--- src/hw/rtl/mep_pkg.sv ---
// Shared constants, register map and types for the Mandelbrot escape-time pixel unit.
`timescale 1ns / 1ps

package mep_pkg;

	// Number formats: coordinates Q4.F, iteration values Q12.F
	localparam int COORD_FRAC_BITS = 28;
	localparam int MAX_DEPTH       = 1024;
	localparam int PALETTE_SIZE    = 256;

	// Field and register widths
	localparam int PIX_W    = 12;
	localparam int ORG_W    = 32;
	localparam int STEP_W   = 31;
	localparam int ITER_W   = 11;
	localparam int LIMIT_W  = 7;
	localparam int COUNT_W  = 9;
	localparam int COLOUR_W = 8;
	localparam int DATA_W   = 32;

	// Derived datapath widths
	localparam int CW     = COORD_FRAC_BITS + 4;
	localparam int ZW     = COORD_FRAC_BITS + 12;
	localparam int PW     = 2 * ZW;
	localparam int HALF   = ZW / 2;
	localparam int KEY_W  = PW - 2 * COORD_FRAC_BITS;
	localparam int PROD_W = PIX_W + STEP_W;
	localparam int SUM_W0 = (ORG_W > PROD_W + 1) ? ORG_W + 1 : PROD_W + 2;
	localparam int SUM_W  = (SUM_W0 > CW) ? SUM_W0 : CW;

	// Register map
	localparam int CFG_REGS  = 8;
	localparam int REG_IDX_W = $clog2(CFG_REGS);
	localparam int ADDR_W    = REG_IDX_W + 2;

	localparam logic [REG_IDX_W-1:0] REG_ORIGIN_REAL   = 3'd0;
	localparam logic [REG_IDX_W-1:0] REG_ORIGIN_IMAG   = 3'd1;
	localparam logic [REG_IDX_W-1:0] REG_STEP_REAL     = 3'd2;
	localparam logic [REG_IDX_W-1:0] REG_STEP_IMAG     = 3'd3;
	localparam logic [REG_IDX_W-1:0] REG_MAX_ITER      = 3'd4;
	localparam logic [REG_IDX_W-1:0] REG_ESCAPE_LIMIT  = 3'd5;
	localparam logic [REG_IDX_W-1:0] REG_COLOR_MODE    = 3'd6;
	localparam logic [REG_IDX_W-1:0] REG_COLOR_COUNT   = 3'd7;

	// Colour modes
	localparam logic MODE_ITER = 1'b0;
	localparam logic MODE_DIST = 1'b1;

	typedef struct packed {
		logic [ORG_W-1:0]   origin_real;
		logic [ORG_W-1:0]   origin_imag;
		logic [STEP_W-1:0]  step_real;
		logic [STEP_W-1:0]  step_imag;
		logic [ITER_W-1:0]  max_iterations;
		logic [LIMIT_W-1:0] escape_limit;
		logic               color_mode;
		logic [COUNT_W-1:0] color_count;
	} mep_cfg_t;

	localparam mep_cfg_t CFG_RESET = '{
		origin_real:    32'hE999_999A,
		origin_imag:    32'h1000_0000,
		step_real:      31'h0010_0000,
		step_imag:      31'h0010_0000,
		max_iterations: 11'd20,
		escape_limit:   7'd4,
		color_mode:     MODE_ITER,
		color_count:    9'd256
	};

	// Point c handed from front end to back end, two's complement Q4.F
	typedef struct packed {
		logic [CW-1:0] cr;
		logic [CW-1:0] ci;
	} mep_point_t;

	// Colour request from the iteration engine to the remainder unit
	typedef struct packed {
		logic               escaped;
		logic [KEY_W-1:0]   key;
		logic [COUNT_W-1:0] count;
	} mep_colour_req_t;

endpackage

--- src/hw/rtl/mep_queue.sv ---
// Small FIFO of points between the front end and the iteration engine.
`timescale 1ns / 1ps

module mep_queue #(
	parameter int DEPTH = 2
) (
	input  logic                clk,
	input  logic                arst_n,
	input  logic                push_valid,
	output logic                push_ready,
	input  mep_pkg::mep_point_t push_data,
	output logic                pop_valid,
	input  logic                pop_ready,
	output mep_pkg::mep_point_t pop_data
);
	import mep_pkg::*;

	localparam int PTR_W = (DEPTH > 1) ? $clog2(DEPTH) : 1;
	localparam int CNT_W = $clog2(DEPTH + 1);

	mep_point_t       slot_q [DEPTH];
	logic [PTR_W-1:0] wr_q;
	logic [PTR_W-1:0] rd_q;
	logic [CNT_W-1:0] count_q;
	logic             push;
	logic             pop;

	assign push_ready = (count_q != CNT_W'(DEPTH));
	assign pop_valid  = (count_q != '0);
	assign push       = push_valid && push_ready;
	assign pop        = pop_valid && pop_ready;
	assign pop_data   = slot_q[rd_q];

	// Pointers and fill level
	always_ff @(posedge clk or negedge arst_n) begin
		if (!arst_n) begin
			wr_q    <= '0;
			rd_q    <= '0;
			count_q <= '0;
		end else begin
			if (push) begin
				wr_q <= (wr_q == PTR_W'(DEPTH - 1)) ? '0 : wr_q + PTR_W'(1);
			end
			if (pop) begin
				rd_q <= (rd_q == PTR_W'(DEPTH - 1)) ? '0 : rd_q + PTR_W'(1);
			end
			case ({push, pop})
				2'b10: begin
					count_q <= count_q + CNT_W'(1);
				end
				2'b01: begin
					count_q <= count_q - CNT_W'(1);
				end
				default: begin
					count_q <= count_q;
				end
			endcase
		end
	end

	// Entry storage
	always_ff @(posedge clk) begin
		if (push) begin
			slot_q[wr_q] <= push_data;
		end
	end

endmodule

--- config.mk ---
export PLATFORM = sky130hd
export DESIGN_NAME = mep_queue
export DESIGN_NICKNAME = d
export VERILOG_FILES = /design/src/hw/rtl/mep_pkg.sv /design/src/hw/rtl/mep_queue.sv
export SDC_FILE = /design/constraint.sdc
export NUM_CORES = 1
export LEC_CHECK = 0
export BUFFER_PORTS_ARGS = -buffer_cell sky130_fd_sc_hd__buf_4
export CAP_MARGIN = 20
export CORE_MARGIN = 4
export CORE_UTILIZATION = 30
export DETAILED_ROUTE_END_ITERATION = 16
export GPL_ROUTABILITY_DRIVEN = 0
export HOLD_SLACK_MARGIN = 0.05
export MAX_ROUTING_LAYER = met4
export PLACE_DENSITY_LB_ADDON = 0.3
export SLEW_MARGIN = 40
export SYNTH_ARGS = -nofsm -noshare
export SYNTH_HDL_FRONTEND = slang
export SYNTH_SLANG_ARGS = --single-unit
--- constraint.sdc ---
create_clock -name clk -period 5.79 [get_ports clk]
set_input_delay 1.158 -clock clk [delete_from_list [all_inputs] [get_ports clk]]
set_output_delay 1.158 -clock clk [all_outputs]
set_load 0.02 [all_outputs]
==> results.md, run 1 <==
- Core area: 16,500 um2
- HPWL after DPL: 6240 um
- Layout cells sized above 1: 61.9%
- Num CTS Buffers: 17
- Synth Area in Compound Gates: 0%
- Final worst slack: 2.22 ns
- Final WL: 9450 um
- Via Count: 2,474
- GRT Total Usage: 10.4%
- Highest metal used: met4
- Peak fanout along the critical path: 35
- CP Data Required Time: 4.63 ns
- Initial Util: 30.5%
- WP data arrival: 2.41 ns
- Dpl cells: 566
- Hold buffer count at CTS: 0
- Fillers: 1,496
- Crit end category: primary output
- Total die area: 18,900 um2
- Setup CP Type: reg2out
- Hold WS: 0.505 ns
- Pre-antenna DRT Iters: 4
- Worst-Margin Slew: 0.660 ns
- Largest net degree at the start of global routing: 36
- Clock sinks: 132
- Vias per inst: 4.14
- Chip width: 137 um
- Fin. Hold Viols: 0
- I/O pins: 134
- Slowest CP cell: dfrtp_4
- Final Setup Violations: 0
- Pwr dens: 564 nW/um2
- Main combinational cell family by area after synthesis: multiplexers
- Number of global-route vias before repair: 2,709
- Max clock buf depth: 2
- Synthesized instance count: 216
- Post-CTS Resized: 0
- Sequential share of the synthesized area: 78.6%
- Synth Net Count: 285
- Hold Path Class: reg2reg
- Cell mode on critical path: buf_4
- Slew headroom: 56.0%
- Worst Skew: 0.00506 ns
- Die Y: 137 um
- Rows: 47
- # Post-CTS Setup Buffers: 0
- Reg2Reg Depth: 4
- Slowest stage delay, CP: 0.76 ns
- Clk pin slew, worst setup/hold paths: 0.06 ns
- Area Overhead vs Synth: 38.9%
- Initial antenna violation count: 0
- Crit share post-route: 61.7%
- Pleak: 2.74 nW
- Setup TNS: 0 ns
- Met2 routed WL: 4810 um
- First-pass GRT wire length: 14,000 um
- Port bufs: 133
- Max-Cap Viols: 0
- Detailed router's first-iteration violation count: 97
- Diodes inserted: 0
- DR WL met3: 509 um
- Area of the multi-input gates: 1020 um2
- Yosys cell types: 15
- Synth warn: 0
- Hold Crit Depth: 1
- Grt total ovfl: 0
- Metal-1 WL: 4000 um
- CTS tree: done
- Adder-cell share of the synthesized area: 0.249%
- Routed wire per std cell: 15.8 um
- Seq cells post-synth: 132
- Peak VDD IR: 345 uV
- R2R Setup Slk: 3.74 ns
- Nets: 434
- Status: complete, no violations
- Post-route core utilization: 42.3%
- Avg Synthesized Cell Area: 23.2 um2
- Unrepaired setup endpoints after global routing: false
- Netlist Area Pre-Place: 5020 um2
- Later-pin clock latency in the skew report: 0.40 ns
- CTS Root Cell: clkbuf_16
- Htree depth: 4
- Post-Synth Simple-Gate Area: 0.773%
- Critical Path Source Type: flip-flop
- DP Worst Slack: 2.59 ns
- Number of remaining DRC errors: 0
- Multiplexer area fraction after synthesis: 18.1%
- Final antenna-violating net count: 0
- Pins Over Slew Limit: 0
- Final std cells w/o fill: 598
- Max Freq: 0.280 GHz
- Tmin final: 3.57 ns
- FF/Latch Area: 3950 um2
- XOR/XNOR Fraction of Synth Area: 0.872%
- CP Cell Sequence: buf_4, mux2_2, buf_4
[kinds of logic (layout without fill, tap and decap cells)]
| group | count (synthesis) | in the layout |
|---|---|---|
| DFF | 132 | 132 |
| muxes | 64 | 64 |
| and+or+nand+nor | 7 | 7 |
| buffers and inverters | 7 | 169 |
| xor gates and xnor gates | 5 | 5 |
| adders and majority gates | 1 | 1 |
[critical path: cells and delay by family, from the launching register on]
kind / cells / cell delay (ns)
flops: 1 / 0.76
buf+inv: 2 / 0.81
mux: 1 / 0.40
[cells in the final DEF (no fill, tap or decap)]
cell,synthesis,final
buf_4,0,135
edfxtp_1,128,128
mux2_4,50,50
clkbuf_16,0,17
mux2_2,14,14
bufinv_16,0,7
xnor2_1,3,3
dfrtp_1,4,3
xor2_1,2,2
clkinv_1,0,2
clkinv_4,0,2
or2_1,1,1
and2_4,1,1
nand2b_1,1,1
nand2_1,1,1
and3_4,0,1
nor2_4,0,1
nor2_1,2,1
ha_1,1,1
clkbuf_1,0,1
inv_6,0,1
clkinv_2,0,1
clkinvlp_4,0,1
buf_12,0,1
dfrtp_4,0,1
buf_8,0,1
[stage by stage]
step	cell area [um2]	power [mW]
2_1_floorplan	5020	2.28
3_3_place_gp	6250	2.71
3_5_place_dp	6290	2.75
4_1_cts	6970	4.00
5_1_grt	6970	4.11
6_report	6970	3.93
[worst paths after layout]
| path | end | start |
|---|---|---|
| max in group asynchronous | rd_q | arst_n |
| setup reg to reg | slot_q[0][7] | count_q[0] |
| hold reg to reg | count_q[1] | count_q[1] |
| min in group asynchronous | wr_q | arst_n |
| setup / recovery | pop_data[48] | rd_q |
| hold / removal | count_q[1] | count_q[1] |
[report_power, final]
group | total (mW) | internal, mW | switching, mW
logic | 1.27 | 0.638 | 0.637
clock network | 1.24 | 0.850 | 0.390
registers | 1.42 | 1.31 | 0.108
[state kept, by name, summed over array words and instances, names as in the netlist]
register  flops
wr_q          1
rd_q          1
count_q       2
slot_q      128
[per-layer routing]
metal / track usage (%) / vias up
li1: - / 1152
met1: 12.0 / 1235
met2: 16.5 / 78
met3: 3.58 / 9
met4: 4.32 / 0
met5: - / -
[layout make-up]
cell class / instances / area share, %
flip-flops and latches: 132 / 56.6
well taps: 220 / 3.95
multi-input cells: 77 / 14.6
clock inverters: 14 / 3.68
clock buffers: 18 / 6.15
repair buffers: 137 / 15.0
[synth_stat cells, drive strengths merged]
master	number	area share [%]
edfxtp	128	77
mux2	64	18
buf	7	1.4
dfrtp	4	2.0
xnor2	3	0.52
nor2	2	0.15
xor2	2	0.35
and2	1	0.17
and3	1	0.12
ha	1	0.25
nand2	1	0.075
nand2b	1	0.12
or2	1	0.12
No activity file was read; power rests on OpenSTA's default activity.
==> run 2: changes to the inputs <==
==> constraint.sdc (replaced) <==
create_clock -name clk -period 3.1 [get_ports clk]
set_input_delay 0.62 -clock clk [delete_from_list [all_inputs] [get_ports clk]]
set_output_delay 0.62 -clock clk [all_outputs]
set_load 0.02 [all_outputs]
==> run 2 against run 1 <==
Setup slack worse by 1.9 ns. Register-to-register slack lost 2.4 ns. Clock power is 56% higher. Combinational power increased by 86%. Routed wire length decreased by 0.89%. Critical path depth is the same. Via count up 0.16%. Hold slack got worse by 0.11 ns. Clock skew hardly changed. Clock-buffer cell count rose by 1.
==> results.md, run 2 (same netlist as run 1, synthesis figures left out) <==
- Slowest stage delay, CP: 0.91 ns (was 0.76 ns)
- Clk pin slew, worst setup/hold paths: 0.06 ns (about the same)
- Max reg flops: 128 (unchanged)
- Status: complete, no violations (unchanged)
- Number of remaining DRC errors: 0 (unchanged)
- Crit end category: primary output (unchanged)
- Layout cells sized above 1: 61.1% (was 61.9%)
- CTS tree: done (unchanged)
- Top flop regs: slot_q (128), count_q (2) (unchanged)
- Highest metal used: met4 (unchanged)
- WP data arrival: 2.14 ns (was 2.41 ns)
- Hold Crit Depth: 1 (unchanged)
- Dpl cells: 567 (was 566)
- Final WL: 9370 um (was 9450 um)
- DR WL met3: 662 um (was 509 um)
- Via Count: 2,478 (was 2,474)
- Pins Over Slew Limit: 0 (unchanged)
- Core area: 16,500 um2 (unchanged)
- Rows: 47 (unchanged)
- Peak fanout along the critical path: 40 (was 35)
- # Post-CTS Setup Buffers: 0 (unchanged)
- Fin. Hold Viols: 0 (unchanged)
- Most frequent cells in the layout: buf_4 (136), edfxtp_1 (128), mux2_4 (50) (was buf_4 (135), edfxtp_1 (128), mux2_4 (50))
- Pleak: 2.70 nW (was 2.74 nW)
- Max-Cap Viols: 0 (unchanged)
- Largest Register: slot_q (unchanged)
- Pre-antenna DRT Iters: 4 (unchanged)
- Largest net degree at the start of global routing: 41 (was 36)
- Setup TNS: 0 ns (unchanged)
- Die Y: 137 um (unchanged)
- Final worst slack: 0.342 ns (was 2.22 ns)
- Routed wire per std cell: 15.6 um (was 15.8 um)
- Setup CP Type: reg2out (unchanged)
- GRT Total Usage: 10.3% (was 10.4%)
- Pwr dens: 1020 nW/um2 (was 564 nW/um2)
- Diodes inserted: 0 (unchanged)
- Vias per inst: 4.13 (was 4.14)
- CP Cell Sequence: buf_4, mux2_2, buf_4 (unchanged)
- Reg2Reg Depth: 3 (was 4)
- Met2 routed WL: 4740 um (was 4810 um)
- Hold Path Class: in2reg (was reg2reg)
- Slew headroom: 51.1% (was 56.0%)
- Htree depth: 4 (unchanged)
- Detailed router's first-iteration violation count: 97 (unchanged)
- Max clock buf depth: 2 (unchanged)
- Worst-Margin Slew: 0.734 ns (was 0.660 ns)
- Final std cells w/o fill: 600 (was 598)
- R2R Path Start: count_q[0] (unchanged)
- Metal-1 WL: 3780 um (was 4000 um)
- Top delay family on crit path: flip-flops (was buffers and inverters)
- Port bufs: 133 (unchanged)
- Final Setup Violations: 0 (unchanged)
- Unrepaired setup endpoints after global routing: false (unchanged)
- R2R Setup Slk: 1.37 ns (was 3.74 ns)
- Hold Path End: slot_q[1][40] (was count_q[1])
- Num CTS Buffers: 17 (unchanged)
- Critical Path Source Type: flip-flop (unchanged)
- DP Worst Slack: 0.741 ns (was 2.59 ns)
- CP Buf/Inv Count: 2 (unchanged)
- I/O pins: 134 (unchanged)
- Peak VDD IR: 607 uV (was 345 uV)
- Total die area: 18,900 um2 (unchanged)
- CTS Root Cell: clkbuf_16 (unchanged)
- CP Data Required Time: 2.48 ns (was 4.63 ns)
- Hold wc startpoint: push_data[40] (was count_q[1])
- Clock sinks: 132 (unchanged)
- First-pass GRT wire length: 13,900 um (was 14,000 um)
- Number of global-route vias before repair: 2,721 (was 2,709)
- Post-route core utilization: 41.8% (was 42.3%)
- Nets: 436 (was 434)
- HPWL after DPL: 6280 um (was 6240 um)
- Chip width: 137 um (unchanged)
- Reg-to-reg endpoint: slot_q[1][31] (was slot_q[0][7])
- Crit share post-route: 89.0%
- Area Overhead vs Synth: 37.1% (was 38.9%)
- Tmin final: 2.76 ns
- Commonest non-fill, non-tap cell in the layout: buf_4 (unchanged)
- Grt total ovfl: 0 (unchanged)
- Cell mode on critical path: buf_4 (unchanged)
- Critical path depth: 3 (unchanged)
- Final antenna-violating net count: 0 (unchanged)
- Later-pin clock latency in the skew report: 0.41 ns (was 0.40 ns)
- Max Freq: 0.363 GHz
- Slowest CP cell: dfrtp_4 (unchanged)
- Initial antenna violation count: 0 (unchanged)
- Initial Util: 30.5% (unchanged)
- Hold WS: 0.393 ns (was 0.505 ns)
- Fillers: 1,508 (was 1,496)
- Worst Skew: 0.00514 ns (was 0.00506 ns)
-- run 2: cell count changes in the layout (fill, tap and decap cells not counted) --
| cell | change |
|---|---|
| inv_6 | -1 |
| clkinv_2 | +3 |
| buf_4 | +1 |
| clkinv_4 | -2 |
| clkinv_1 | +2 |
| bufinv_16 | -4 |
| dlygate4sd3_1 | +1 |
| clkinvlp_4 | +1 |
| buf_12 | +1 |
| clkbuf_1 | +1 |
| buf_8 | -1 |
-- run 2: worst max path at each step --
| stage | from | endpoint | slack, ns |
|---|---|---|---|
| 5_1_grt | rd_q | pop_data[49] | 0.24 |
| 3_3_place_gp | rd_q | pop_data[49] | 0.75 |
| 4_1_cts | rd_q | pop_data[49] | 0.29 |
| 3_5_place_dp | rd_q | pop_data[49] | 0.74 |
| 6_report | rd_q | pop_data[49] | 0.34 |
| 2_1_floorplan | count_q[0] | slot_q[0][0] | 0.20 |
-- run 2: metal layers --
metal | GRT usage (%) | vias to the layer above
li1 | - | 1160
met2 | 16.6 | 81
met3 | 4.02 | 11
met4 | 4.99 | 0
met5 | - | -
met1 | 11.2 | 1226
-- run 2: power breakdown --
group / leakage, nW / total [mW] / switching, mW / internal, mW
registers: 1.23 / 2.69 / 0.241 / 2.45
logic: 1.18 / 2.36 / 1.15 / 1.21
clock network: 0.276 / 1.94 / 0.696 / 1.24
-- run 2: what timing repair did --
item                      CTS  global route
gates resized for setup     0             0
hold buffers                1             0
hold endpoints to repair    4             0
-- run 2: stage by stage --
step / instance area, um2 / total power [mW]
2_1_floorplan: 5020 / 4.26
3_3_place_gp: 6280 / 5.10
3_5_place_dp: 6300 / 5.15
4_1_cts: 6880 / 7.12
5_1_grt: 6880 / 7.32
6_report: 6880 / 6.99
-- run 2: area by class of cell --
class                           count  area (um2)  area share [%]
Sequential cell                   132        3950            57.4
Multi-Input combinational cell     77        1020            14.8
Clock buffer                       19         433            6.29
Tap cell                          220         275            4.00
Timing Repair Buffer              139        1070            15.6
Clock inverter                     13         140            2.04
==> run 3: changes to the inputs <==
--- a/config.mk
+++ b/config.mk
@@ -5,9 +5,8 @@
 export SDC_FILE = /design/constraint.sdc
 export NUM_CORES = 1
 export LEC_CHECK = 0
-export BUFFER_PORTS_ARGS = -buffer_cell sky130_fd_sc_hd__buf_4
+export BUFFER_PORTS_ARGS = -buffer_cell sky130_fd_sc_hd__clkbuf_2
 export CAP_MARGIN = 20
-export CORE_MARGIN = 4
 export CORE_UTILIZATION = 30
 export DETAILED_ROUTE_END_ITERATION = 16
 export GPL_ROUTABILITY_DRIVEN = 0
==> run 3 against run 2 <==
Register-to-register slack improved by 0.09 ns. Sequential share of layout area rose by 2.6 points. Routed wire length down 5.0%. Clock-buffer cell count is 1 lower. Critical endpoint is now pop_data[48]. Largest power group unchanged.
==> results.md, run 3 (same netlist as run 1, synthesis figures left out) <==
- Nets: 437 (was 436)
- Setup TNS: 0 ns (unchanged)
- Top flop regs: slot_q (128), count_q (2) (unchanged)
- Largest net degree at the start of global routing: 33 (was 41)
- Max Freq: 0.395 GHz (was 0.363 GHz)
- Hold Path Class: in2reg (unchanged)
- I/O pins: 134 (unchanged)
- Pre-antenna DRT Iters: 4 (unchanged)
- Port bufs: 133 (unchanged)
- Htree depth: 4 (unchanged)
- Total die area: 17,300 um2 (was 18,900 um2)
- # Post-CTS Setup Buffers: 0 (unchanged)
- Met2 Use GR: 17.5% (was 16.6%)
- Fin. Hold Viols: 0 (unchanged)
- GRT Total Usage: 11.3% (was 10.3%)
- HPWL after DPL: 5950 um (was 6280 um)
- Clk pin slew, worst setup/hold paths: 0.06 ns (about the same)
- Commonest non-fill, non-tap cell in the layout: clkbuf_2 (was buf_4)
- CP Data Required Time: 2.48 ns (about the same)
- Met1 Track Usage GR: 13.0% (was 11.2%)
- Core area: 16,100 um2 (was 16,500 um2)
- Pleak: 2.62 nW (was 2.70 nW)
- Via Count: 2,477 (was 2,478)
- Routed wire per std cell: 14.9 um (was 15.6 um)
- CTS Root Cell: clkbuf_16 (unchanged)
- Rows: 46 (was 47)
- Most frequent cells in the layout: clkbuf_2 (133), edfxtp_1 (128), mux2_4 (50) (was buf_4 (136), edfxtp_1 (128), mux2_4 (50))
- Max clock buf depth: 2 (unchanged)
- First-pass GRT wire length: 14,300 um (was 13,900 um)
- Later-pin clock latency in the skew report: 0.41 ns (about the same)
- Layout cells sized above 1: 62.5% (was 61.1%)
- Slowest stage delay, CP: 0.65 ns (was 0.91 ns)
- CP Cell Sequence: buf_4, mux2_2, clkbuf_2 (was buf_4, mux2_2, buf_4)
- Num CTS Buffers: 17 (unchanged)
- Number of remaining DRC errors: 0 (unchanged)
- Number of global-route vias before repair: 2,779 (was 2,721)
- GR peak layer: met2 (unchanged)
- Slowest CP cell: dfrtp_4 (unchanged)
- Chip width: 131 um (was 137 um)
- Die Y: 131 um (was 137 um)
- Max reg flops: 128 (unchanged)
- Status: complete, no violations (unchanged)
- Pins Over Slew Limit: 0 (unchanged)
- Final antenna-violating net count: 0 (unchanged)
- Slew headroom: 69.6% (was 51.1%)
- Fillers: 1,498 (was 1,508)
- Max-Cap Viols: 0 (unchanged)
- Initial Util: 31.1% (was 30.5%)
- Critical Path Source Type: flip-flop (unchanged)
- Detailed router's first-iteration violation count: 80 (was 97)
- CTS tree: done (unchanged)
- Final Setup Violations: 0 (unchanged)
- Hold WS: 0.400 ns (was 0.393 ns)
- Post-CTS Resized: 0 (unchanged)
- R2R Setup Slk: 1.46 ns (was 1.37 ns)
- Peak VDD IR: 445 uV (was 607 uV)
- Clock sinks: 132 (unchanged)
- Vias per inst: 4.15 (was 4.13)
- Unrepaired setup endpoints after global routing: false (unchanged)
- Worst Skew: 0.00958 ns (was 0.00514 ns)
- Peak fanout along the critical path: 22 (was 40)
- Final WL: 8900 um (was 9370 um)
- Grt total ovfl: 0 (unchanged)
- Crit end category: primary output (unchanged)
- Worst-Margin Slew: 0.456 ns (was 0.734 ns)
- Met3 Use GR: 4.82% (was 4.02%)
- DP Worst Slack: 0.960 ns (was 0.741 ns)
- Final worst slack: 0.571 ns (was 0.342 ns)
- Crit share post-route: 81.6% (was 89.0%)
- Setup CP Type: reg2out (unchanged)
- Diodes inserted: 0 (unchanged)
- Tmin final: 2.53 ns (was 2.76 ns)
- WP data arrival: 1.91 ns (was 2.14 ns)
- Initial antenna violation count: 0 (unchanged)
- Largest Register: slot_q (unchanged)
- Area Overhead vs Synth: 31.1% (was 37.1%)
- Pwr dens: 1030 nW/um2 (was 1020 nW/um2)
-- run 3: power breakdown --
part / total (mW) / switching (mW) / internal (mW)
logic: 2.20 / 1.22 / 0.982
clock network: 1.98 / 0.722 / 1.26
registers: 2.61 / 0.167 / 2.45
total: 6.79 / 2.10 / 4.68
-- run 3: stage by stage --
stage	instance area, um2	cells	util (%)	power, mW
2_1_floorplan	5020	216	-	4.26
3_3_place_gp	5940	562	36.9	4.83
3_5_place_dp	5980	564	37.1	4.90
4_1_cts	6580	597	40.8	6.90
5_1_grt	6580	597	40.8	7.12
6_report	6580	597	40.8	6.79
-- run 3: path summary, 6_finish.rpt --
| path | start | to | cells past startpoint |
|---|---|---|---|
| max | rd_q | pop_data[48] | 3 |
| min | push_data[41] | slot_q[0][41] | 1 |
| max reg2reg | count_q[0] | slot_q[0][32] | 4 |
| min reg2reg | count_q[1] | count_q[1] | 1 |
| max in group asynchronous | arst_n | rd_q | 2 |
| min in group asynchronous | arst_n | count_q[0] | 2 |
-- run 3: critical path: cells and delay by family, from the launching register on --
| kind | cells | cell delay [ns] |
|---|---|---|
| DFF | 1 | 0.65 |
| buffers and inverters | 2 | 0.48 |
| muxes | 1 | 0.36 |
-- run 3: repair_timing --
item | 4_1_cts | 5_1_grt
endpoints found under the setup margin | 0 | 0
hold buffers | 1 | 0
endpoints found under the hold margin | 4 | 0
-- run 3: cell type report --
class | instances | area (um2) | share of cell area (%)
Clock buffer | 18 | 429 | 6.52
Clock inverter | 14 | 161 | 2.45
Multi-Input combinational cell | 77 | 1020 | 15.4
Sequential cell | 132 | 3950 | 60.0
Tap cell | 216 | 270 | 4.11
Timing Repair Buffer | 140 | 758 | 11.5
-- run 3: per-layer routing --
metal	vias to the layer above	part of all wire [%]
met4	0	1.2
met3	8	6.0
met2	88	49
met5	-	0
li1	1159	-
met1	1222	44
