<file path="src/hw/rtl/mep_pkg.sv">
// Shared constants, register map and types for the Mandelbrot escape-time pixel unit.
`timescale 1ns / 1ps

package mep_pkg;

	// Number formats: coordinates Q4.F, iteration values Q12.F
	localparam int COORD_FRAC_BITS = 28;
	localparam int MAX_DEPTH       = 1024;
	localparam int PALETTE_SIZE    = 256;

	// Field and register widths
	localparam int PIX_W    = 12;
	localparam int ORG_W    = 32;
	localparam int STEP_W   = 31;
	localparam int ITER_W   = 11;
	localparam int LIMIT_W  = 7;
	localparam int COUNT_W  = 9;
	localparam int COLOUR_W = 8;
	localparam int DATA_W   = 32;

	// Derived datapath widths
	localparam int CW     = COORD_FRAC_BITS + 4;
	localparam int ZW     = COORD_FRAC_BITS + 12;
	localparam int PW     = 2 * ZW;
	localparam int HALF   = ZW / 2;
	localparam int KEY_W  = PW - 2 * COORD_FRAC_BITS;
	localparam int PROD_W = PIX_W + STEP_W;
	localparam int SUM_W0 = (ORG_W > PROD_W + 1) ? ORG_W + 1 : PROD_W + 2;
	localparam int SUM_W  = (SUM_W0 > CW) ? SUM_W0 : CW;

	// Register map
	localparam int CFG_REGS  = 8;
	localparam int REG_IDX_W = $clog2(CFG_REGS);
	localparam int ADDR_W    = REG_IDX_W + 2;

	localparam logic [REG_IDX_W-1:0] REG_ORIGIN_REAL   = 3'd0;
	localparam logic [REG_IDX_W-1:0] REG_ORIGIN_IMAG   = 3'd1;
	localparam logic [REG_IDX_W-1:0] REG_STEP_REAL     = 3'd2;
	localparam logic [REG_IDX_W-1:0] REG_STEP_IMAG     = 3'd3;
	localparam logic [REG_IDX_W-1:0] REG_MAX_ITER      = 3'd4;
	localparam logic [REG_IDX_W-1:0] REG_ESCAPE_LIMIT  = 3'd5;
	localparam logic [REG_IDX_W-1:0] REG_COLOR_MODE    = 3'd6;
	localparam logic [REG_IDX_W-1:0] REG_COLOR_COUNT   = 3'd7;

	// Colour modes
	localparam logic MODE_ITER = 1'b0;
	localparam logic MODE_DIST = 1'b1;

	typedef struct packed {
		logic [ORG_W-1:0]   origin_real;
		logic [ORG_W-1:0]   origin_imag;
		logic [STEP_W-1:0]  step_real;
		logic [STEP_W-1:0]  step_imag;
		logic [ITER_W-1:0]  max_iterations;
		logic [LIMIT_W-1:0] escape_limit;
		logic               color_mode;
		logic [COUNT_W-1:0] color_count;
	} mep_cfg_t;

	localparam mep_cfg_t CFG_RESET = '{
		origin_real:    32'hE999_999A,
		origin_imag:    32'h1000_0000,
		step_real:      31'h0010_0000,
		step_imag:      31'h0010_0000,
		max_iterations: 11'd20,
		escape_limit:   7'd4,
		color_mode:     MODE_ITER,
		color_count:    9'd256
	};

	// Point c handed from front end to back end, two's complement Q4.F
	typedef struct packed {
		logic [CW-1:0] cr;
		logic [CW-1:0] ci;
	} mep_point_t;

	// Colour request from the iteration engine to the remainder unit
	typedef struct packed {
		logic               escaped;
		logic [KEY_W-1:0]   key;
		logic [COUNT_W-1:0] count;
	} mep_colour_req_t;

endpackage

</file>
<file path="src/hw/rtl/mep_result_if.sv">
// Result channel: valid/ready handshake carrying escape flag and colour index.
`timescale 1ns / 1ps

interface mep_result_if;
	import mep_pkg::*;

	logic                valid;
	logic                ready;
	logic                escaped;
	logic [COLOUR_W-1:0] color_index;

	modport source (output valid, output escaped, output color_index, input ready);
	modport sink (input valid, input escaped, input color_index, output ready);
endinterface

</file>
<file path="src/hw/rtl/mep_rem.sv">
// Colour unit: restoring remainder of the key by the palette size, one bit per cycle.
`timescale 1ns / 1ps

module mep_rem (
	input  logic                     clk,
	input  logic                     arst_n,
	input  logic                     req_valid,
	output logic                     req_ready,
	input  mep_pkg::mep_colour_req_t req,
	mep_result_if.source             result
);
	import mep_pkg::*;

	localparam int BIT_W = $clog2(KEY_W);

	localparam logic [1:0] R_IDLE = 2'd0;
	localparam logic [1:0] R_RUN  = 2'd1;
	localparam logic [1:0] R_OUT  = 2'd2;

	logic [1:0]          state_q;
	logic [KEY_W-1:0]    key_q;
	logic [COUNT_W-1:0]  count_q;
	logic [COUNT_W-1:0]  rem_q;
	logic [BIT_W-1:0]    bit_q;
	logic                esc_q;
	logic [COLOUR_W-1:0] colour_q;

	logic [COUNT_W:0]   trial;
	logic [COUNT_W-1:0] rem_n;
	logic               direct;

	assign req_ready          = (state_q == R_IDLE);
	assign result.valid       = (state_q == R_OUT);
	assign result.escaped     = esc_q;
	assign result.color_index = colour_q;

	// Background and an empty palette both give colour zero at once
	assign direct = !req.escaped || (req.count == '0);

	// Shift in the next key bit, subtract the modulus where it fits
	always_comb begin
		trial = {rem_q, key_q[KEY_W-1]};
		if (trial >= {1'b0, count_q}) begin
			rem_n = COUNT_W'(trial - {1'b0, count_q});
		end else begin
			rem_n = COUNT_W'(trial);
		end
	end

	always_ff @(posedge clk or negedge arst_n) begin
		if (!arst_n) begin
			state_q <= R_IDLE;
		end else begin
			case (state_q)
				R_IDLE: begin
					if (req_valid) begin
						state_q <= direct ? R_OUT : R_RUN;
					end
				end
				R_RUN: begin
					if (bit_q == '0) begin
						state_q <= R_OUT;
					end
				end
				R_OUT: begin
					if (result.ready) begin
						state_q <= R_IDLE;
					end
				end
				default: begin
					state_q <= R_IDLE;
				end
			endcase
		end
	end

	always_ff @(posedge clk) begin
		case (state_q)
			R_IDLE: begin
				if (req_valid) begin
					esc_q    <= req.escaped;
					colour_q <= '0;
					key_q    <= req.key;
					count_q  <= req.count;
					rem_q    <= '0;
					bit_q    <= BIT_W'(KEY_W - 1);
				end
			end
			R_RUN: begin
				rem_q <= rem_n;
				key_q <= key_q << 1;
				bit_q <= bit_q - BIT_W'(1);
				if (bit_q == '0) begin
					colour_q <= rem_n[COLOUR_W-1:0];
				end
			end
			default: begin
			end
		endcase
	end

endmodule

</file>
<file path="src/flat_wrapper.sv">
// flat-port wrapper written by rule: the top's interface ports become plain ports
module mep_rem_flat import mep_pkg::*;
  (clk, arst_n, req_valid, req_ready, req, result_valid, result_escaped, result_color_index, result_ready);
  mep_result_if result_i ();
  input  logic clk;
  input  logic arst_n;
  input  logic req_valid;
  output logic req_ready;
  input  mep_pkg::mep_colour_req_t req;
  output wire logic [$bits(result_i.valid)-1:0] result_valid;
  output wire logic [$bits(result_i.escaped)-1:0] result_escaped;
  output wire logic [$bits(result_i.color_index)-1:0] result_color_index;
  input wire logic [$bits(result_i.ready)-1:0] result_ready;
  assign result_valid = result_i.valid;
  assign result_escaped = result_i.escaped;
  assign result_color_index = result_i.color_index;
  assign result_i.ready = result_ready;
  mep_rem u_core (.clk(clk), .arst_n(arst_n), .req_valid(req_valid), .req_ready(req_ready), .req(req), .result(result_i));
endmodule
</file>
<file path="config.mk">
export PLATFORM = sky130hd
export DESIGN_NAME = mep_rem_flat
export DESIGN_NICKNAME = d
export VERILOG_FILES = /design/src/hw/rtl/mep_pkg.sv /design/src/hw/rtl/mep_result_if.sv /design/src/hw/rtl/mep_rem.sv /design/src/flat_wrapper.sv
export SDC_FILE = /design/constraint.sdc
export NUM_CORES = 1
export LEC_CHECK = 0
export ABC_AREA = 1
export BUFFER_PORTS_ARGS = -buffer_cell sky130_fd_sc_hd__buf_2
export CORE_MARGIN = 4
export CORE_UTILIZATION = 55
export DETAILED_ROUTE_END_ITERATION = 6
export PLACE_DENSITY = 0.78
export SYNTH_ARGS = -nofsm -noshare
export SYNTH_HDL_FRONTEND = slang
export SYNTH_SLANG_ARGS = --single-unit
</file>
<file path="constraint.sdc">
create_clock -name clk -period 3.95 [get_ports clk]
set_input_delay 0.79 -clock clk [delete_from_list [all_inputs] [get_ports clk]]
set_output_delay 0.79 -clock clk [all_outputs]
set_load 0.01 [all_outputs]
</file>
==> metrics, run 1 <==
most numerous cell in the Yosys netlist=nand2_1; Mean Syn Cell Area=9.37 µm²; max_cap viols=0; CP Max Fanout=38; Starting Density=between 50% and 60%; CP Class=reg2reg; post-synth cell types=30; Total Wirelength=around 5600 µm; most used routing layer=met2; Seq pwr share=between 30% and 40%; die area=slightly below 7000 µm²; Slew Limit Fails=0; crit start category=register; largest net degree at the start of global routing=39; PnR worst setup slack=roughly 1.5 ns; final hold vios=0; CTS H-tree lvls=3; total negative slack=0 ns; P_leak=about 1.7 nW; io pins=roughly 50; Sw Pwr=about 1.2 mW; Data required, critical path=between 3 and 4 ns; GR Util met2=between 30% and 40%; Synth area leader=edfxtp_1; area delta synth->final=16.0%; worst reg2reg setup slack=around 1.5 ns; initial drt markers=around 190; most frequent cells after synthesis=123 x nand2_1, 56 x edfxtp_1, 38 x inv_1, 29 x nor2_1, 11 x ha_1; Hold Path Class=in2async; final hold slack=~0.25 ns; post-route DRC violation count=0; CP Capture Type=register; cell family with most CP delay=simple AND/OR/NAND/NOR gates; TritonCTS clock tree=yes; TritonCTS sink count=58; Setup-failing EPs final=0; GR Util met1=between 20 and 25%; gp weighted congestion=0.857; Relative slew margins=between 60% and 70%; DIE HEIGHT=just over 80 µm; sequential area share after synthesis=57.0%; Finished Layout Cells=approximately 450; Slew @ Worst Pin=0.513 ns; Syn Inst Count=about 320; DR WL/cell=12.5 µm; GRT Residual Overflow=0; num rows=26; vias per inst=roughly 5; Ys Warns=0; root buffer cell=clkbuf_8; RSZ-0062 raised after global routing=no; Critical Path AT=2.40 ns; IR drop worst, VDD=between 0.4 and 0.5 mV; status=finished, final reports clean; Layout Nets=about 430; Comb power frac=approximately 44%; main area contributors after synthesis=edfxtp_1 55%, nand2_1 15%, inv_1 4.7%; GRT Resource Usage Total=between 10% and 20%; DRT antenna net count=0; Main synth FF type=edfxtp_1; ant diodes=0; first-pass GRT wire length=approximately 9400 µm; CP peak stage delay=~0.48 ns; Final Util=~67%; critical path cell sequence=inv_2, nor2_2, buf_4, inv_2, nand2_1, and2_1; DP HPWL=roughly 4300 µm; syn_nets=between 300 and 400; core area=between 5000 and 6000 µm²; initial antenna violation count=0; Period Utilization, post-route=approximately three fifths; Net Sw Frac=around two fifths; CP bufs+invs=3; vias post-DR=roughly 2,200; Worst-path clk slew=about 0.060 ns; Clk pwr share=approximately 16%; post-synth top area share=approximately 55%; clock skew=0.00984 ns; Most Frequent Cell on Critical Path=inv_2; EDFF count, synth=56; post-CTS sizing=0; GR Util met3=under 10%; pre-CTS setup slack=~1.5 ns; Die Wd=82.3 µm; Setup Fix Bufs, Post-CTS=0; slowest stage cell, crit path=and2_1; Max Fclk=a little over 400 MHz; Power Internal=1.80 mW; clock buffer depth=2; Port Buf Inserts=48; ys async rst share=under 10%; vias in the first global route=approximately 2,100; share of cells above drive strength 1=between 20 and 25%; min cycle time layout=about 2.4 ns; drt pass-1 iters=5; CTS Hold Bufs=0; placed cells=roughly 440; clk_lat worst skew=around 0.33 ns; CTS Buf Count=9; Cell Pwr Density=between 800 and 900 nW/µm²; synthesized cell area=a little over 3000 µm²; Seq cells post-synth=a little under 60
[metrics by stage]
| stage | total power [mW] | instance area, µm² |
|---|---|---|
| 6_report | 2.97 | 3520 |
| 5_1_grt | 3.23 | 3520 |
| 4_1_cts | 3.00 | 3520 |
| 3_5_place_dp | 2.51 | 3350 |
| 3_3_place_gp | 2.46 | 3350 |
| 2_1_floorplan | 2.18 | 3040 |
[kinds of logic after synthesis]
group / share of synthesized area [%]
AOI/OAI and AO/OA: 1.52
xor gates and xnor gates: 1.44
adders and majority gates: 5.19
buffers and inverters: 6.60
DFF: 57.0
and+or+nand+nor: 28.2
[power by group through the flow]
stage	Sequential [mW]	Clock, mW	Combinational, mW
floorplan	1.19	0	0.992
global placement	1.18	0	1.28
detailed placement	1.19	0	1.32
CTS	1.18	0.498	1.33
global route	1.20	0.528	1.50
finish	1.17	0.484	1.31
[cell type report]
cell class                 count  area, µm²
clock buffer                  10        128
tap                           70       87.6
inverter                      44        165
timing repair buffer          50        255
multi-input combinational    216       1110
clock inverter                 5       46.3
sequential                    58       1730
fill                         409       1720
[sequential cells by signal, summed over array words and instances (netlist names)]
| signal | count |
|---|---|
| u_core.bit_q | 5 |
| u_core.count_q | 9 |
| u_core.key_q | 24 |
| u_core.rem_q | 9 |
| u_core.result.color_index | 8 |
| u_core.result.escaped | 1 |
| u_core.state_q | 2 |
[worst paths after layout]
path	startpoint	end	depth (start not counted)
max	u_core.state_q[0]	u_core.result.color_index[4]	6
min	arst_n	u_core.state_q[1]	1
max reg2reg	u_core.state_q[0]	u_core.result.color_index[4]	6
min reg2reg	u_core.key_q[14]	u_core.key_q[15]	2
max in group asynchronous	arst_n	u_core.state_q[0]	1
min in group clk	u_core.key_q[14]	u_core.key_q[15]	2
[per-layer routing]
layer | vias to the layer above | wire [µm]
met5 | - | 0
met3 | 8 | 343
li1 | 1138 | -
met1 | 998 | 2420
met4 | 0 | 94
met2 | 60 | 2790
[worst reg2reg max path, delay by kind of cell, from the launching register on]
family / cells / cell delay (ns)
buffers and inverters: 3 / 0.67
flip-flops: 1 / 0.39
AND/OR/NAND/NOR: 3 / 1.03
[layout by cell type (no fill, tap or decap), types with 2 or more instances in the layout]
cell type / n
a21oi_1: 4
buf_2: 48
buf_4: 2
clkbuf_8: 9
clkinv_1: 4
dfrtp_1: 2
edfxtp_1: 56
ha_1: 11
inv_1: 38
inv_2: 5
nand2_1: 123
nand2_2: 7
nand2_4: 4
nand3_1: 10
nand3b_1: 6
nand4_1: 2
nor2_1: 28
nor2_2: 2
nor2_4: 3
nor3_1: 3
xnor2_1: 4
Power figures use the tool's default switching activity.
==> run 2: changes to the inputs <==
==> constraint.sdc (replaced) <==
create_clock -name clk -period 2.4 [get_ports clk]
set_input_delay 0.48 -clock clk [delete_from_list [all_inputs] [get_ports clk]]
set_output_delay 0.48 -clock clk [all_outputs]
set_load 0.01 [all_outputs]
==> run 2 against run 1 <==
  * Combinational power up 66%
  * First-iteration DRC count down 38%
  * Clock-buffer cell count down 1
  * Global-route usage up 0.68 points
  * Die area unchanged
  * Cell area up 0.46%
  * Final cell count up 0.44%
  * Utilization up 0.31 points
  * Largest cell class unchanged
==> metrics, run 2 (synthesized netlist as in run 1, its figures left out) <==
CTS H-tree lvls=3 (unchanged); Hold Path Class=in2reg; Reg area=1730 µm² (unchanged); CP Capture Type=register; vias per inst=4.87 (about the same); share of cells above drive strength 1=22.1% (-0.12 points); Hold EP=u_core.count_q[0]; max_cap viols=0 (unchanged); largest net degree at the start of global routing=40 (+2.6%); DR WL/cell=12.8 µm (+2.5%); CP Max Fanout=8 (-79%); critical path cell sequence=inv_1, ha_1, inv_1, fa_1, nand2_2, nand2_4, nand3_4, nand2_4, nand2_4, nand2_4, nor2_1, nor2_1; Slew Limit Fails=0 (unchanged); Period Utilization, post-route=84.7% (+23 points); initial antenna violation count=0 (unchanged); Port Buf Inserts=48 (unchanged); DIE HEIGHT=82.3 µm (unchanged); slowest stage cell, crit path=fa_1; Setup Fix Bufs, Post-CTS=0 (unchanged); ant diodes=0 (unchanged); Worst Reg-to-Reg Cells=12 (+6); initial drt markers=116 (-38%); clock skew=0.00918 ns (-0.000655 ns); biggest regs=u_core.key_q x24, u_core.count_q x9, u_core.rem_q x9; Worst-path clk slew=0.06 ns (about the same); CTS Buf Count=9 (unchanged); multi-input logic area=1110 µm² (unchanged); Finished Cell Area=3540 µm² (+0.46%); r2r startpoint=u_core.key_q[23]; root buffer cell=clkbuf_8; num rows=26 (unchanged); post-route DRC violation count=0 (unchanged); depth of the worst hold-timing path=1; Starting Density=58.0% (unchanged); die area=6770 µm² (unchanged); most flop-heavy register=u_core.key_q; RR Endpoint=u_core.result.color_index[1]; final total power=4.93 mW (+66%); Critical Path AT=2.12 ns (-0.28 ns); Die Wd=82.3 µm (unchanged); P_leak=1.69 nW (+0.40%); gp weighted congestion=0.821 (-4.3%); total negative slack=0 ns (unchanged); Layout Nets=431 (+0.47%); RSZ-0062 raised after global routing=no; Relative slew margins=66.8% (+1.1 points); Largest register FFs=24 (unchanged); Fillers=419 (+2.4%); IR drop worst, VDD=0.671 mV (+39%); CP peak stage delay=0.42 ns (-0.06 ns); clk_lat worst skew=0.33 ns (about the same); min cycle time layout=2.03 ns (-0.389 ns); final hold vios=0 (unchanged); vias in the first global route=2,102 (+0.57%); min-delay src=req[0]; clock buffer depth=2 (unchanged); Cell Pwr Density=1400 nW/µm² (+65%); GRT Resource Usage Total=19.5% (+0.68 points); core area=5240 µm² (unchanged); most common cell after layout, fill and taps aside=nand2_1; most frequent cells in the layout=123 x nand2_1, 56 x edfxtp_1, 48 x buf_2; TritonCTS clock tree=yes; worst reg2reg setup slack=0.37 ns (-1.16 ns); Most Frequent Cell on Critical Path=nand2_4; Slew @ Worst Pin=0.498 ns (-0.0153 ns); CP bufs+invs=2 (-1); Max Fclk=492 MHz (+19%); status=finished, final reports clean; Setup-failing EPs final=0 (unchanged); TritonCTS sink count=58 (unchanged); vias post-DR=2,214 (+0.45%); Data required, critical path=2.48 ns (-1.44 ns); cell family with most CP delay=simple AND/OR/NAND/NOR gates; CTS Hold Bufs=1 (+1); final hold slack=0.336 ns (+0.0880 ns); post-CTS sizing=0 (unchanged); CP Class=reg2reg; drt pass-1 iters=4 (-1); crit start category=register; io pins=49 (unchanged); Total Wirelength=5810 µm (+3.0%); GRT Residual Overflow=0 (unchanged); placed cells=439 (+0.23%); DP HPWL=4190 µm (-2.4%); Finished Layout Cells=455 (+0.44%); DRT antenna net count=0 (unchanged); area delta synth->final=16.5%; Placed Instance Area=3350 µm² (+0.22%); first-pass GRT wire length=9630 µm (+2.5%)
## run 2: routing by layer
layer / up-vias / routed length (µm) / GRT usage [%]
met5: - / 0 / 0
met4: 0 / 139 / 9.14
met3: 12 / 310 / 6.94
met2: 50 / 2790 / 30.0
met1: 1006 / 2580 / 24.7
li1: 1146 / - / -
## run 2: cell type report
type / count / share of cell area (%)
timing repair buffer: 52 / 7.71
clock inverter: 6 / 1.38
sequential: 58 / 49.0
inverter: 44 / 4.67
multi-input combinational: 216 / 31.3
tap: 70 / 2.48
clock buffer: 9 / 3.50
## run 2: how the worst max path moves through the flow
| stage | end | start | cells past startpoint | slack, ns |
|---|---|---|---|---|
| floorplan | u_core.result.color_index[0] | u_core.state_q[0] | 4 | 0.04 |
| global placement | u_core.result.color_index[0] | u_core.key_q[23] | 12 | 0.48 |
| detailed placement | u_core.rem_q[2] | u_core.key_q[23] | 12 | 0.41 |
| CTS | u_core.result.color_index[1] | u_core.key_q[23] | 12 | 0.38 |
| global route | u_core.result.color_index[1] | u_core.key_q[23] | 13 | 0.18 |
| finish | u_core.result.color_index[1] | u_core.key_q[23] | 12 | 0.37 |
## run 2: per-stage QoR
stage | worst slack (ns) | util (%)
2_1_floorplan | 0.0422 | -
3_3_place_gp | 0.477 | 64.0
3_5_place_dp | 0.413 | 64.0
4_1_cts | 0.380 | 67.5
5_1_grt | 0.180 | 67.5
6_report | 0.366 | 67.5
## run 2: worst reg2reg max path: stages (launching register included)
cell and delay [ns]:
edfxtp_1 0.39, inv_1 0.07, ha_1 0.13, inv_1 0.07, fa_1 0.42, nand2_2 0.10
nand2_4 0.07, nand3_4 0.08, nand2_4 0.06, nand2_4 0.11, nand2_4 0.10, nor2_1 0.13
nor2_1 0.07
## run 2: power breakdown
group	switching [mW]	total, mW	internal (mW)
Combinational	1.44	2.17	0.725
Clock	0.361	0.816	0.455
Sequential	0.171	1.95	1.78
==> run 3: changes to the inputs <==
--- a/config.mk
+++ b/config.mk
@@ -8,9 +8,9 @@
 export ABC_AREA = 1
 export BUFFER_PORTS_ARGS = -buffer_cell sky130_fd_sc_hd__buf_2
 export CORE_MARGIN = 4
-export CORE_UTILIZATION = 55
+export CORE_UTILIZATION = 51
 export DETAILED_ROUTE_END_ITERATION = 6
-export PLACE_DENSITY = 0.78
+export PLACE_DENSITY = 0.76
 export SYNTH_ARGS = -nofsm -noshare
 export SYNTH_HDL_FRONTEND = slang
 export SYNTH_SLANG_ARGS = --single-unit
==> constraint.sdc (replaced) <==
create_clock -name clk -period 1.85 [get_ports clk]
set_input_delay 0.37 -clock clk [delete_from_list [all_inputs] [get_ports clk]]
set_output_delay 0.37 -clock clk [all_outputs]
set_load 0.01 [all_outputs]
==> run 3 against run 2 <==
  * The flow now finishes with violations (setup timing)
  * Global-route usage down 2.1 points
  * Final cell count up 2.2%
  * Non-clock buffer count up 7
  * Register-to-register slack worse by 0.46 ns
  * Fmax up 4.5%
  * Critical endpoint is now u_core.rem_q[0]
  * Setup slack worse by 0.46 ns
  * Sequential share of layout area down 2.1 points
  * Sequential power up 30%
  * Clock-buffer cell count unchanged
  * Clock power up 34%
  * Critical path depth unchanged
==> metrics, run 3 (synthesized netlist as in run 1, its figures left out) <==
max_cap viols=0 (unchanged); clock skew=0.00750 ns (-0.00168 ns); largest net degree at the start of global routing=40 (unchanged); PnR worst setup slack=-0.0952 ns (-0.462 ns); post-route DRC violation count=0 (unchanged); first-pass GRT wire length=9750 µm (+1.2%); clock buffer depth=2 (unchanged); pre-CTS setup slack=-0.105 ns (-0.518 ns); Max Fclk=514 MHz (+4.5%); Largest register FFs=24 (unchanged); root buffer cell=clkbuf_8; ant diodes=0 (unchanged); IR drop worst, VDD=1.00 mV (+49%); Slew Limit Fails=0 (unchanged); Critical Path AT=2.04 ns (-0.08 ns); status=complete, but fails checks; CP Capture Type=register; Period Utilization, post-route=105% (+20 points); most used routing layer=met2; CP Class=reg2reg; crit start category=register; Worst-path clk slew=0.07 ns (about the same); failing checks=setup timing; vias post-DR=2,230 (+0.72%); Starting Density=53.8% (-4.2 points); clk_lat worst skew=0.33 ns (about the same); drt pass-1 iters=4 (unchanged); Total Wirelength=5880 µm (+1.2%); GR Util met1=22.3% (-2.5 points); Slew @ Worst Pin=0.498 ns (+0.000859 ns); final hold vios=0 (unchanged); RSZ-0062 raised after global routing=yes; final hold slack=0.221 ns (-0.115 ns); Hold Path Class=in2reg; TritonCTS clock tree=yes; share of cells above drive strength 1=28.2% (+6.2 points); CTS H-tree lvls=3 (unchanged); P_leak=1.73 nW (+2.1%); initial antenna violation count=0 (unchanged); DP HPWL=4160 µm (-0.75%); most frequent cells in the layout=120 x nand2_1, 56 x edfxtp_1, 48 x buf_2; most common cell after layout, fill and taps aside=nand2_1; io pins=49 (unchanged); DIE HEIGHT=85.1 µm (+3.5%); CP Max Fanout=8 (unchanged); vias per inst=4.80 (-1.4%); Setup-failing EPs final=17 (+17); Cell Pwr Density=1840 nW/µm² (+32%); vias in the first global route=2,122 (+0.95%); CTS Buf Count=9 (unchanged); num rows=27 (+3.8%); GR Util met3=5.92% (-1.0 points); area delta synth->final=21.6%; gp weighted congestion=0.841 (+2.5%); GR Util met2=26.6% (-3.3 points); biggest regs=u_core.key_q x24, u_core.count_q x9, u_core.rem_q x9; Relative slew margins=66.8% (about the same); Data required, critical path=1.94 ns (-0.54 ns); min cycle time layout=1.95 ns (-0.0884 ns); Fillers=466 (+11%); TritonCTS sink count=58 (unchanged); Layout Nets=438 (+1.6%); DRT antenna net count=0 (unchanged); initial drt markers=108 (-6.9%); die area=7250 µm² (+7.1%); GRT Residual Overflow=0 (unchanged); Die Wd=85.1 µm (+3.5%); DR WL/cell=12.6 µm (-1.0%); most flop-heavy register=u_core.key_q; GRT Resource Usage Total=17.4% (-2.1 points); core area=5640 µm² (+7.7%); Port Buf Inserts=48 (unchanged)
-- run 3: metrics by stage --
step	setup TNS (ns)	instances	power [mW]	cell area [µm²]	util, %
after floorplan	0	324	4.67	3040	-
after global placement	-0.494	444	5.35	3390	60.0
after detailed placement	-1.21	444	5.42	3390	60.0
after CTS	-0.317	463	6.69	3640	64.6
after global routing	-2.97	465	7.35	3690	65.4
final	-1.04	465	6.79	3690	65.4
-- run 3: timing repair --
item | in CTS | in global routing
setup buffers | 2 | 2
gates cloned | 0 | 0
hold buffers | 1 | 0
gates resized for setup | 13 | 8
hold endpoints to repair | 2 | 0
pin swaps | 1 | 7
endpoints found under the setup margin | 17 | 17
-- run 3: power by group --
part / internal (mW) / switching, mW / total [mW]
logic: 1.13 / 2.03 / 3.16
clock network: 0.604 / 0.487 / 1.09
registers: 2.31 / 0.223 / 2.53
total: 4.04 / 2.74 / 6.79
-- run 3: worst paths after layout --
kind,start,end,slack [ns],depth (start not counted)
worst max register to register,u_core.key_q[23],u_core.rem_q[0],-0.1,12
worst max-delay path,u_core.key_q[23],u_core.rem_q[0],-0.1,12
worst min register to register,u_core.key_q[4],u_core.key_q[5],0.51,2
min in group asynchronous,arst_n,u_core.state_q[1],0.40,2
worst min-delay path,req[7],u_core.count_q[7],0.22,1
max in group asynchronous,arst_n,u_core.state_q[0],1.36,2
-- run 3: metal layers --
layer | share of wire (%) | routed length [µm] | up-vias
li1 | - | - | 1160
met1 | 45 | 2620 | 1017
met2 | 48 | 2840 | 41
met3 | 5.0 | 292 | 12
met4 | 2.1 | 125 | 0
met5 | 0 | 0 | -
-- run 3: cell type report --
| type | instances | area (µm²) | area share (%) |
|---|---|---|---|
| Sequential cell | 58 | 1730 | 46.9 |
| Multi-Input combinational cell | 216 | 1200 | 32.4 |
| Timing Repair Buffer | 59 | 325 | 8.81 |
| Inverter | 44 | 165 | 4.47 |
| Clock buffer | 9 | 124 | 3.35 |
| Tap cell | 72 | 90.1 | 2.44 |
| Clock inverter | 7 | 60.1 | 1.63 |
-- run 3: critical path: stages (launching register included) --
cell	delay, ns
edfxtp_1	0.38
inv_1	0.08
ha_2	0.17
inv_2	0.05
fa_2	0.35
nand2_2	0.09
nand2_4	0.06
nand3_4	0.08
nand2_4	0.09
nand2_8	0.10
nand2_8	0.09
nor2_4	0.13
nor2_4	0.04
